## src/design/rbc_pkg.sv

```systemverilog
`default_nettype none

package rbc_pkg;

   // Verdict codes carried on the response channel.
   typedef enum logic [1:0] {
      VERDICT_FORWARD = 2'd0,
      VERDICT_BLOCK   = 2'd1,
      VERDICT_PONG    = 2'd2
   } verdict_type;

   // Blocklist table: number of entries and the longest entry in bytes.
   localparam int TABLE_PATTERNS = 9;
   localparam int PAT_MAX_BYTES  = 21;

   // Method prefixes: GET, POST, CONNECT and PING.
   localparam int PREFIX_COUNT     = 4;
   localparam int PREFIX_MAX_BYTES = 8;

   // Prefix candidate bits.
   localparam int PREFIX_GET     = 0;
   localparam int PREFIX_POST    = 1;
   localparam int PREFIX_CONNECT = 2;
   localparam int PREFIX_PING    = 3;

   // The string position counter stops at the longest prefix length.
   localparam logic [3:0] POS_LIMIT = 4'd8;

   typedef logic [PAT_MAX_BYTES*8-1:0]    pat_text_type;
   typedef logic [PREFIX_MAX_BYTES*8-1:0] prefix_text_type;

   // Blocklist entry text, right-justified: byte 0 holds the final character.
   function automatic pat_text_type pattern_text(input int idx);
      pat_text_type txt;
      begin
         txt = '0;
         case (idx)
            0: txt = pat_text_type'({"google", "syndication.com"});
            1: txt = pat_text_type'({"double", "click.net"});
            2: txt = pat_text_type'({"google", "-analytics.com"});
            3: txt = pat_text_type'({"face", "book.com/tr/"});
            4: txt = pat_text_type'({"ads.twit", "ter.com"});
            5: txt = pat_text_type'({"analytics.twit", "ter.com"});
            6: txt = pat_text_type'({"scorecard", "research.com"});
            7: txt = pat_text_type'("telemetry");
            8: txt = pat_text_type'({"crash", "lytics"});
            default: txt = '0;
         endcase
         return txt;
      end
   endfunction

   // Blocklist entry length in bytes.
   function automatic int pattern_len(input int idx);
      int len;
      begin
         len = 0;
         case (idx)
            0: len = 21;
            1: len = 15;
            2: len = 20;
            3: len = 16;
            4: len = 15;
            5: len = 21;
            6: len = 21;
            7: len = 9;
            8: len = 11;
            default: len = 0;
         endcase
         return len;
      end
   endfunction

   // Prefix text, right-justified: the first character sits highest.
   function automatic prefix_text_type prefix_text(input int idx);
      prefix_text_type txt;
      begin
         txt = '0;
         case (idx)
            PREFIX_GET:     txt = prefix_text_type'("GET ");
            PREFIX_POST:    txt = prefix_text_type'("POST ");
            PREFIX_CONNECT: txt = prefix_text_type'("CONNECT ");
            PREFIX_PING:    txt = prefix_text_type'("PING");
            default:        txt = '0;
         endcase
         return txt;
      end
   endfunction

   // Prefix length in bytes.
   function automatic logic [3:0] prefix_len(input int idx);
      logic [3:0] len;
      begin
         len = 4'd0;
         case (idx)
            PREFIX_GET:     len = 4'd4;
            PREFIX_POST:    len = 4'd5;
            PREFIX_CONNECT: len = 4'd8;
            PREFIX_PING:    len = 4'd4;
            default:        len = 4'd0;
         endcase
         return len;
      end
   endfunction

endpackage

`default_nettype wire

```

## src/design/request_blocklist_classifier_top.sv

```systemverilog
// Request classifier: screens one request payload per frame.
// The request channel carries one payload byte per transaction in req_tdata,
// with req_tlast on the final byte of the payload. A zero byte ends the
// string; later bytes up to req_tlast are ignored. For each frame one
// response transaction carries the verdict: forward, block (method prefix
// plus a blocklist substring seen anywhere) or pong (payload begins with PING).
// Every byte is matched against all blocklist entries at once over a shift
// window, so a byte is taken in every cycle unless a pending verdict stalls;
// the verdict appears on rsp_tvalid in the cycle after the final byte is taken.
// The response sits in a single output register; while it waits, the next
// request is still taken if rsp_tready is high in the same cycle, so a
// stalled receiver holds back the request side only when a verdict is
// pending and not taken. Reset clears the window, the prefix tracking and
// any pending response; the window and prefix tracking are also cleared
// after every final byte. A frame without a final byte produces no response.
`default_nettype none

module request_blocklist_classifier_top #(
   parameter int WINDOW_BYTES  = 21,
   parameter int PATTERN_COUNT = 9
) (
   input  wire logic       clock,
   input  wire logic       reset,
   // Request channel.
   input  wire logic       req_tvalid,
   output logic            req_tready,
   input  wire logic [7:0] req_tdata,   // [7:0] data_byte
   input  wire logic       req_tlast,   // end_of_payload
   // Response channel.
   output logic            rsp_tvalid,
   input  wire logic       rsp_tready,
   output logic [7:0]      rsp_tdata    // [1:0] verdict, [7:2] zero
);

   localparam int ACTIVE_PATTERNS = (PATTERN_COUNT < rbc_pkg::TABLE_PATTERNS) ?
                                    PATTERN_COUNT : rbc_pkg::TABLE_PATTERNS;

   // State registers and their next values.
   logic [7:0]                          recent_bytes_ff [WINDOW_BYTES];
   logic [7:0]                          recent_bytes_in [WINDOW_BYTES];
   logic [3:0]                          byte_position_ff, byte_position_in;
   logic [rbc_pkg::PREFIX_COUNT-1:0]    prefix_cand_ff, prefix_cand_in;
   logic                                pattern_seen_ff, pattern_seen_in;
   logic                                string_ended_ff, string_ended_in;
   logic                                rsp_valid_ff, rsp_valid_in;
   rbc_pkg::verdict_type                verdict_ff, verdict_in;

   logic                                req_accept;
   logic                                take_byte;
   logic [7:0]                          shifted [WINDOW_BYTES];
   logic [ACTIVE_PATTERNS-1:0]          pat_hit;
   logic [rbc_pkg::PREFIX_COUNT-1:0]    prefix_miss;
   logic [rbc_pkg::PREFIX_COUNT-1:0]    prefix_hit;
   logic [3:0]                          position_upd;
   logic [rbc_pkg::PREFIX_COUNT-1:0]    cand_upd;
   logic                                seen_upd;
   logic                                ended_upd;
   rbc_pkg::verdict_type                verdict_calc;

   // A new transaction is taken unless a verdict waits and the receiver stalls.
   assign req_tready = !rsp_valid_ff || rsp_tready;
   assign req_accept = req_tvalid && req_tready;
   assign take_byte  = !string_ended_ff && (req_tdata != 8'd0);

   // Window as it stands once the current byte is shifted in.
   always_comb begin
      shifted[0] = req_tdata;
      for (int k = 1; k < WINDOW_BYTES; k++) begin
         shifted[k] = recent_bytes_ff[k-1];
      end
   end

   // One comparator bank per blocklist entry, all against the shifted window.
   for (genvar p = 0; p < ACTIVE_PATTERNS; p++) begin : g_pat
      localparam rbc_pkg::pat_text_type PAT_TEXT = rbc_pkg::pattern_text(p);
      localparam int PAT_LEN = rbc_pkg::pattern_len(p);

      always_comb begin
         pat_hit[p] = (PAT_LEN != 0) && (PAT_LEN <= WINDOW_BYTES);
         for (int k = 0; k < rbc_pkg::PAT_MAX_BYTES; k++) begin
            if (k < PAT_LEN && shifted[k] != PAT_TEXT[k*8 +: 8]) begin
               pat_hit[p] = 1'b0;
            end
         end
      end
   end

   // Prefix tracking: a candidate drops out on its first mismatching byte.
   for (genvar c = 0; c < rbc_pkg::PREFIX_COUNT; c++) begin : g_prefix
      localparam rbc_pkg::prefix_text_type PRE_TEXT = rbc_pkg::prefix_text(c);
      localparam logic [3:0] PRE_LEN = rbc_pkg::prefix_len(c);

      logic [2:0] char_idx;

      assign char_idx = 3'(PRE_LEN - 4'd1 - byte_position_ff);
      assign prefix_miss[c] = (byte_position_ff < PRE_LEN) &&
                              (req_tdata != PRE_TEXT[char_idx*8 +: 8]);
      assign prefix_hit[c] = cand_upd[c] && (position_upd >= PRE_LEN);
   end

   // State after this byte, before the end-of-frame clear.
   always_comb begin
      position_upd = byte_position_ff;
      cand_upd     = prefix_cand_ff;
      seen_upd     = pattern_seen_ff;
      ended_upd    = string_ended_ff;
      if (!string_ended_ff && req_tdata == 8'd0) begin
         ended_upd = 1'b1;
      end
      if (take_byte) begin
         cand_upd = prefix_cand_ff & ~prefix_miss;
         if (byte_position_ff < rbc_pkg::POS_LIMIT) begin
            position_upd = byte_position_ff + 4'd1;
         end
         if (|pat_hit) begin
            seen_upd = 1'b1;
         end
      end
   end

   // Verdict from the updated state.
   always_comb begin
      if (prefix_hit[rbc_pkg::PREFIX_GET] || prefix_hit[rbc_pkg::PREFIX_POST] ||
          prefix_hit[rbc_pkg::PREFIX_CONNECT]) begin
         verdict_calc = seen_upd ? rbc_pkg::VERDICT_BLOCK : rbc_pkg::VERDICT_FORWARD;
      end else if (prefix_hit[rbc_pkg::PREFIX_PING]) begin
         verdict_calc = rbc_pkg::VERDICT_PONG;
      end else begin
         verdict_calc = rbc_pkg::VERDICT_FORWARD;
      end
   end

   // Next state: commit on an accepted transaction, clear after a final byte.
   always_comb begin
      recent_bytes_in  = recent_bytes_ff;
      byte_position_in = byte_position_ff;
      prefix_cand_in   = prefix_cand_ff;
      pattern_seen_in  = pattern_seen_ff;
      string_ended_in  = string_ended_ff;
      rsp_valid_in     = rsp_valid_ff && !rsp_tready;
      verdict_in       = verdict_ff;
      if (req_accept) begin
         if (req_tlast) begin
            for (int k = 0; k < WINDOW_BYTES; k++) begin
               recent_bytes_in[k] = 8'd0;
            end
            byte_position_in = 4'd0;
            prefix_cand_in   = '1;
            pattern_seen_in  = 1'b0;
            string_ended_in  = 1'b0;
            rsp_valid_in     = 1'b1;
            verdict_in       = verdict_calc;
         end else begin
            if (take_byte) begin
               recent_bytes_in = shifted;
            end
            byte_position_in = position_upd;
            prefix_cand_in   = cand_upd;
            pattern_seen_in  = seen_upd;
            string_ended_in  = ended_upd;
         end
      end
   end

   // Control and window registers.
   always_ff @(posedge clock) begin
      if (reset) begin
         for (int k = 0; k < WINDOW_BYTES; k++) begin
            recent_bytes_ff[k] <= 8'd0;
         end
         byte_position_ff <= 4'd0;
         prefix_cand_ff   <= '1;
         pattern_seen_ff  <= 1'b0;
         string_ended_ff  <= 1'b0;
         rsp_valid_ff     <= 1'b0;
      end else begin
         recent_bytes_ff  <= recent_bytes_in;
         byte_position_ff <= byte_position_in;
         prefix_cand_ff   <= prefix_cand_in;
         pattern_seen_ff  <= pattern_seen_in;
         string_ended_ff  <= string_ended_in;
         rsp_valid_ff     <= rsp_valid_in;
      end
   end

   // Verdict payload register.
   always_ff @(posedge clock) begin
      verdict_ff <= verdict_in;
   end

   assign rsp_tvalid = rsp_valid_ff;
   assign rsp_tdata  = {6'd0, verdict_ff};

   // A final byte always produces a response in the next cycle.
   assert property (@(posedge clock) disable iff (reset)
      (req_accept && req_tlast) |=> rsp_tvalid)
      else $error("final byte taken without a response");

   // All per-frame state is back to its initial value after a final byte.
   assert property (@(posedge clock) disable iff (reset)
      (req_accept && req_tlast) |=> (byte_position_ff == 4'd0 && prefix_cand_ff == '1 &&
                                     !pattern_seen_ff && !string_ended_ff))
      else $error("frame state not cleared after final byte");

   // The position counter never passes its saturation point.
   assert property (@(posedge clock) disable iff (reset)
      byte_position_ff <= rbc_pkg::POS_LIMIT)
      else $error("byte position past its limit");

   // Once the string has ended, further bytes leave the tracking unchanged.
   assert property (@(posedge clock) disable iff (reset)
      (req_accept && !req_tlast && string_ended_ff) |=>
         ($stable(byte_position_ff) && $stable(prefix_cand_ff) && $stable(pattern_seen_ff)))
      else $error("bytes after string end changed the tracking state");

   // A pending response is never the unused verdict code.
   assert property (@(posedge clock) disable iff (reset)
      rsp_tvalid |-> (rsp_tdata[1:0] != 2'd3))
      else $error("undefined verdict code on the response channel");

endmodule

`default_nettype wire
```

## config.mk

```make
export PLATFORM = sky130hd
export DESIGN_NAME = request_blocklist_classifier_top
export DESIGN_NICKNAME = d
export VERILOG_FILES = /design/src/design/rbc_pkg.sv /design/src/design/request_blocklist_classifier_top.sv
export SDC_FILE = /design/constraint.sdc
export NUM_CORES = 1
export LEC_CHECK = 0
export BUFFER_PORTS_ARGS = -buffer_cell sky130_fd_sc_hd__buf_2
export CORE_AREA = 2 2 123 125
export CTS_BUF_LIST = sky130_fd_sc_hd__clkbuf_2
export DETAILED_ROUTE_END_ITERATION = 16
export DIE_AREA = 0 0 125 127
export GPL_TIMING_DRIVEN = 0
export PLACE_DENSITY_LB_ADDON = 0.25
export SYNTH_ARGS = -nofsm -noshare
export SYNTH_HDL_FRONTEND = slang
export SYNTH_SLANG_ARGS = --single-unit
```

## constraint.sdc

```tcl
create_clock -name clock -period 7.4 [get_ports clock]
set_clock_uncertainty 0.2 [all_clocks]
set_input_delay 0 -clock clock [delete_from_list [all_inputs] [get_ports clock]]
set_output_delay 0 -clock clock [all_outputs]
set_load 0.02 [all_outputs]
```

**After elaboration in Yosys (flattened, before gate mapping)**

Cells that the tools add are included.

- Word-level logic and storage cells: 318
- Flip-flop bits (word level): 173

- Shifts and indexed selects: 4
- Reductions and logical operators: 26
- Bitwise operators: 2
- Add/subtract/negate cells: 4
- Equal/unequal tests: 109
- Magnitude comparators: 6
- Multiplexer cells: 141

Operator list:

| cell | number |
|---|---|
| $ne 8x7->1 const B | 99 |
| $mux 168 | 2 |
| $shiftx 64x7->8 const A | 4 |
| $mux 1 | 132 |
| $ne 8x6->1 const B | 6 |
| $ne 8x8->1 | 4 |
| $mux 4 | 5 |
| $logic_and 1x1->1 | 12 |
| $reduce_or 9->1 | 1 |
| $ge 4x3->1 const B | 2 |
| $logic_not 8->1 | 1 |
| $lt 4x3->1 const B | 2 |
| $reduce_bool 8->1 | 1 |
| $reduce_and 2->1 | 3 |
| $sub 3x3->3 const A | 2 |
| $add 4x1->4 const B | 1 |
| $and 4x4->4 | 1 |
| $ge 4x4->1 const B | 1 |
| $lt 4x4->1 const B | 1 |
| $mux 2 | 2 |
| $not 4->4 | 1 |
| $reduce_bool 2->1 | 2 |
| $logic_not 1->1 | 3 |
| $logic_or 1x1->1 | 3 |
| $sub 2x3->3 const A | 1 |

**Logic depth before layout (Yosys ltp)**

- Word-level depth: 27
- Gate-level depth with buffers: 12
- Gate-level depth less buffers: 11

**Worst setup path after synthesis**

No wires, ideal clock.

- Kind: register to register
- Start: reg recent_bytes_ff[23] (netlist name)
- End: reg verdict_ff[0] (data pin)
- Arrival: 2.243 ns
- Cell stages (with the launch flop): 8
- Path slack: 4.790 ns
- Data required time: 7.033 ns
- Cells stage by stage: dfxtp_1 -> or4b_1 -> or4_4 -> nor4_2 -> nand2_1 -> a2111oi_2 -> nor3_1 -> a211oi_1

- Word-level cells in the longest chain between the ends: 8
- Elaborated cells on any way between the ends: 16

RTL lines:

| what | line | RTL |
|---|---|---|
| start: declaration | request_blocklist_classifier_top.sv:39 | `logic [7:0] recent_bytes_ff [WINDOW_BYTES];` |
| start signal: assignment | request_blocklist_classifier_top.sv:177 | `recent_bytes_ff <= recent_bytes_in;` |
| $ne 8x7->1 | request_blocklist_classifier_top.sv:81 | `if (k < PAT_LEN && shifted[k] != PAT_TEXT[k*8 +: 8]) begin` |
| $mux 1 (2 in a row) | request_blocklist_classifier_top.sv:81 |  |
| $reduce_or 9->1 * | request_blocklist_classifier_top.sv:115 | `if (\|pat_hit) begin` |
| $mux 1 * | request_blocklist_classifier_top.sv:115 |  |
| $mux 1 * | request_blocklist_classifier_top.sv:110 | `if (take_byte) begin` |
| $mux 1 * | request_blocklist_classifier_top.sv:125 | `verdict_calc = seen_upd ? rbc_pkg::VERDICT_BLOCK : rbc_pkg::VERDICT_FORWARD;` |
| $mux 2 * | request_blocklist_classifier_top.sv:123 | `if (prefix_hit[rbc_pkg::PREFIX_GET] \|\| prefix_hit[rbc_pkg::PREFIX_POST] \|\|` |
| end signal: assignment | request_blocklist_classifier_top.sv:188 | `verdict_ff <= verdict_in;` |
| end: declaration | request_blocklist_classifier_top.sv:46 | `rbc_pkg::verdict_type verdict_ff, verdict_in;` |

Mark *: on every way between the ends. The rest lies on a longest branch, timed or not.
A chain may end at the register's enable or synchronous reset.

**Final worst setup path**

- Start: reg byte_position_ff[1]
- End: reg verdict_ff[1] (data pin)

- Word-level cells in the longest chain between the ends: 11
- Elaborated cells on any way between the ends: 35

RTL lines:

| what | line | RTL |
|---|---|---|
| start: declaration | request_blocklist_classifier_top.sv:41 | `logic [3:0] byte_position_ff, byte_position_in;` |
| start signal: assignment | request_blocklist_classifier_top.sv:178 | `byte_position_ff <= byte_position_in;` |
| $sub 2x3->3 / $sub 3x3->3 (equally long branches) | request_blocklist_classifier_top.sv:95 | `assign char_idx = 3'(PRE_LEN - 4'd1 - byte_position_ff);` |
| $shiftx 64x7->8 | request_blocklist_classifier_top.sv:97 | `(req_tdata != PRE_TEXT[char_idx*8 +: 8]);` |
| $ne 8x8->1 | request_blocklist_classifier_top.sv:97 |  |
| $logic_and 1x1->1 | request_blocklist_classifier_top.sv:96 | `assign prefix_miss[c] = (byte_position_ff < PRE_LEN) &&` |
| $not 4->4 | request_blocklist_classifier_top.sv:111 | `cand_upd = prefix_cand_ff & ~prefix_miss;` |
| $and 4x4->4 | request_blocklist_classifier_top.sv:111 |  |
| $mux 4 | request_blocklist_classifier_top.sv:110 |  |
| $logic_and 1x1->1 | request_blocklist_classifier_top.sv:98 | `assign prefix_hit[c] = cand_upd[c] && (position_upd >= PRE_LEN);` |
| $logic_or 1x1->1 (2 in a row) | request_blocklist_classifier_top.sv:123 |  |
| $mux 2 * | request_blocklist_classifier_top.sv:123 |  |

Marks and branches as above.

==> reports/results.tsv <==
metric	value	unit
FILL cells	1320	
Max Slew Vio Count	0	
cell leakage power	0.002870	µW
Final Core Density	0.6051	
sequential area share after synthesis	0.4418	
WP data required	7.82	ns
# IOs	23	
period utilization	0.4857	
number of buffers and inverters on the critical path	4	
Placed Area	8194	µm²
post-synthesis simple-gate area fraction	0.2850	
H-tree depth	4	
adder-cell area share of the yosys netlist	0.01745	
pin count of the biggest net entering global routing	20	
number of buffers created by CTS	17	
Starting Density	0.5467	
Port Buffers	12	
Final Wtd Congestion	1.048	
area leader, netlist	dfxtp_1	
Die H	127	µm
hold_ws	0.04405	ns
Core Area	14420	µm²
reg2reg start	byte_position_ff[1]$_SDFFE_PP0P_	
Design Area, Final	8728	µm²
r2r endpoint	verdict_ff[1]$_SDFFCE_PP0P_	
worst-skew pair later-pin latency	0.80	ns
CTS root buffer	clkbuf_2	
Setup crit start	byte_position_ff[1]$_SDFFE_PP0P_	
Critical Path End	verdict_ff[1]$_SDFFCE_PP0P_	
Fin. Hold Viols	0	
gr ovfl total	0	
Via Count	7474	
drt initial violations	968	
top cell type's share of synthesized area	0.4341	
GRT Max-Usage Layer	met2	
DR DRC count	0	
CTS max path bufs	2	
sequential power share	0.596	
Crit path largest cell delay	0.60	ns
Net count, final	992	
met3 global-route usage	0.07161	
fmax	0.2782	GHz
largest family of logic cells by synthesized area	simple AND/OR/NAND/NOR gates	
WL per Instance	21.21	µm
initial antenna violation count	1	
Worst Reg-to-Reg Cells	12	
global-route usage over all layers	0.3141	
met2 Use GR	0.4994	
sw power	488.3	µW
Sw Share	0.3072	
GR Util met1	0.4317	
Critical Path End Type	flip-flop	
Final min period	3.595	ns
Synth Area in Compound Gates	0.1953	
hpwl dp	17700	µm
Die Width	125	µm
Setup TNS Final	0	ns
Max-Cap Viols	0	
CTS tree	yes	
type of the worst setup path	flip-flop to flip-flop	
count of cell types in the netlist	61	
clock group share of total power	0.322	
CP dominant cell by count	clkbuf_1	
Syn Inst Count	904	
ranking of synthesized cells by area	dfxtp_1 43%, a22oi_1 15%, nor2_1 9.0%	
drt first pass iters	7	
row count	44	
post-synthesis xor/xnor area fraction	0.01444	
clock sinks	173	
Async SR Flop Fraction	0	
CP Max Fanout	7	
number of synthesized flops with an enable pin	2	
top_reg_cell synth	dfxtp_1	
reg-to-reg setup timing slack	3.81	ns
worst slew pin tran	0.9259	ns
startpoint type of the worst setup path	flip-flop	
Worst path depth	12	
die area	15880	µm²
Arr. time, crit path	4.01	ns
vias in the first global route	6895	
#FFs+latches synth	173	
Vias/cell	6.404	
Slowest cell on crit path	dlygate4sd3_1	
share of cells above drive strength 1	0.07747	
Pwr Density	182.1	nW/µm²
status	completed	
Final setup viols	0	
crit path cell chain	clkbuf_1, inv_1, ha_1, clkbuf_1, nor4b_1, a2bb2oi_1, o21ai_0, nand4b_1, o21ai_1, dlygate4sd3_1, o22ai_1, and3_1	
clk slew on worst S/H paths	0.29	ns
Yosys warning count	0	
mux cell area share after synthesis	0.002539	
Comb pwr share	0.081	
routed wire length	24750	µm
peak supply drop	0.1933	mV
top cell family by delay on the critical path	buffers and inverters	
internal power	1101	µW
HP Class	primary input to flip-flop	
Synth-to-Final Area Change	10.70	%
antenna-violating nets left	0	
Syn Std Cell Area	7885	µm²
RSZ-0062 raised after global routing	no	
Rel. slew slack	0.3786	
first-pass GRT wire length	39120	µm
syn avg cell area	8.722	µm²
## final cells by class
| class | count | area, µm² | area share |
|---|---|---|---|
| clock buffers | 17 | 85.08 | 0.009748 |
| well taps | 184 | 230.2 | 0.02638 |
| multi-input cells | 658 | 4081 | 0.4676 |
| flip-flops and latches | 173 | 3483 | 0.3991 |
| diodes | 2 | 5.005 | 0.0005734 |
| clock inverters | 15 | 163.9 | 0.01878 |
| plain buffers | 70 | 309.0 | 0.03541 |
| inverters | 8 | 30.03 | 0.003440 |
| repair buffers | 40 | 340.3 | 0.03899 |
## tightest hold or removal path, delay by kind of cell
family,cells,cell delay (ns)
buf+inv,2,0.67
simple gates,1,0.05
compound gates,2,0.33
## layout by cell type (no fill, tap or decap), types with 7 or more instances in the layout
cell	n
or3_1	10
dlygate4sd3_1	28
nor4bb_1	11
nand2_1	31
clkbuf_2	17
nor2_1	189
or4_1	7
inv_1	8
buf_2	31
nor4_1	24
nand2b_1	7
nand4b_1	18
nand3_1	22
nor3_1	14
nor4b_1	14
dfxtp_1	171
nor2b_1	8
ha_1	11
o21ai_0	9
nand4_1	18
xnor2_1	10
and3_1	8
clkbuf_1	44
a22oi_1	162
## flip-flops by register name, indices dropped and copies added (netlist names)
register	flops
verdict_ff	2
prefix_cand_ff	4
byte_position_ff	4
recent_bytes_ff	160
rsp_tvalid	1
pattern_seen_ff	1
string_ended_ff	1
## through the flow
| stage | total power [µW] | std cells | setup WS (ns) |
|---|---|---|---|
| after global placement | 1077 | 1105 | 4.108 |
| after floorplan | 1047 | 909 | 4.790 |
| final | 1589 | 1167 | 3.806 |
| after detailed placement | 1079 | 1105 | 4.108 |
| after CTS | 1591 | 1165 | 3.855 |
| after global routing | 1642 | 1167 | 3.413 |
## metal layers
metal  wire, µm  vias to the layer above
met3       2196                       47
li1           -                     3525
met5          0                        -
met4        484                        0
met2      11270                      343
met1      10790                     3559
## Yosys cell counts (14+ instances only)
master / instances
clkbuf_1: 44
nand2_1: 31
nand4_1: 18
buf_2: 19
dfxtp_1: 171
a22oi_1: 162
nand3_1: 22
nor4b_1: 14
nand4b_1: 18
nor3_1: 14
nor4_1: 24
nor2_1: 189
## power by group through the flow
stage          sequential (µW)  combinational [µW]  clock, µW
6_report                   948                 129        512
5_1_grt                    950                 141        551
4_1_cts                    948                 126        517
3_5_place_dp               964                 115          0
3_3_place_gp               964                 114          0
2_1_floorplan              963                83.7          0
## worst min-delay path by stage
| stage | endpoint | cells past startpoint | startpoint | slack [ns] |
|---|---|---|---|---|
| 2_1_floorplan | prefix_cand_ff[0]$_SDFFE_PP1P_ | 2 | reset | -0.07 |
| 3_3_place_gp | prefix_cand_ff[0]$_SDFFE_PP1P_ | 3 | reset | 0.1 |
| 3_5_place_dp | prefix_cand_ff[2]$_SDFFE_PP1P_ | 3 | reset | 0.10 |
| 4_1_cts | byte_position_ff[0]$_SDFFE_PP0P_ | 5 | req_tlast | 0.02 |
| 5_1_grt | byte_position_ff[0]$_SDFFE_PP0P_ | 5 | req_tlast | 0.05 |
| 6_report | byte_position_ff[2]$_SDFFE_PP0P_ | 5 | req_tlast | 0.04 |
## cell families after synthesis
| logic type | Yosys count |
|---|---|
| AOI/OAI and AO/OA | 208 |
| xor gates and xnor gates | 13 |
| adders and majority gates | 11 |
| buffers and inverters | 78 |
| DFF | 173 |
| muxes | 2 |
| other | 1 |
| and+or+nand+nor | 418 |
## timing repair
item                      CTS  global route
setup buffers               0             0
resized for setup           0             0
hold buffers               28             0
hold endpoints to repair  175             0
Note: power is estimated with default switching activity, not from simulation.
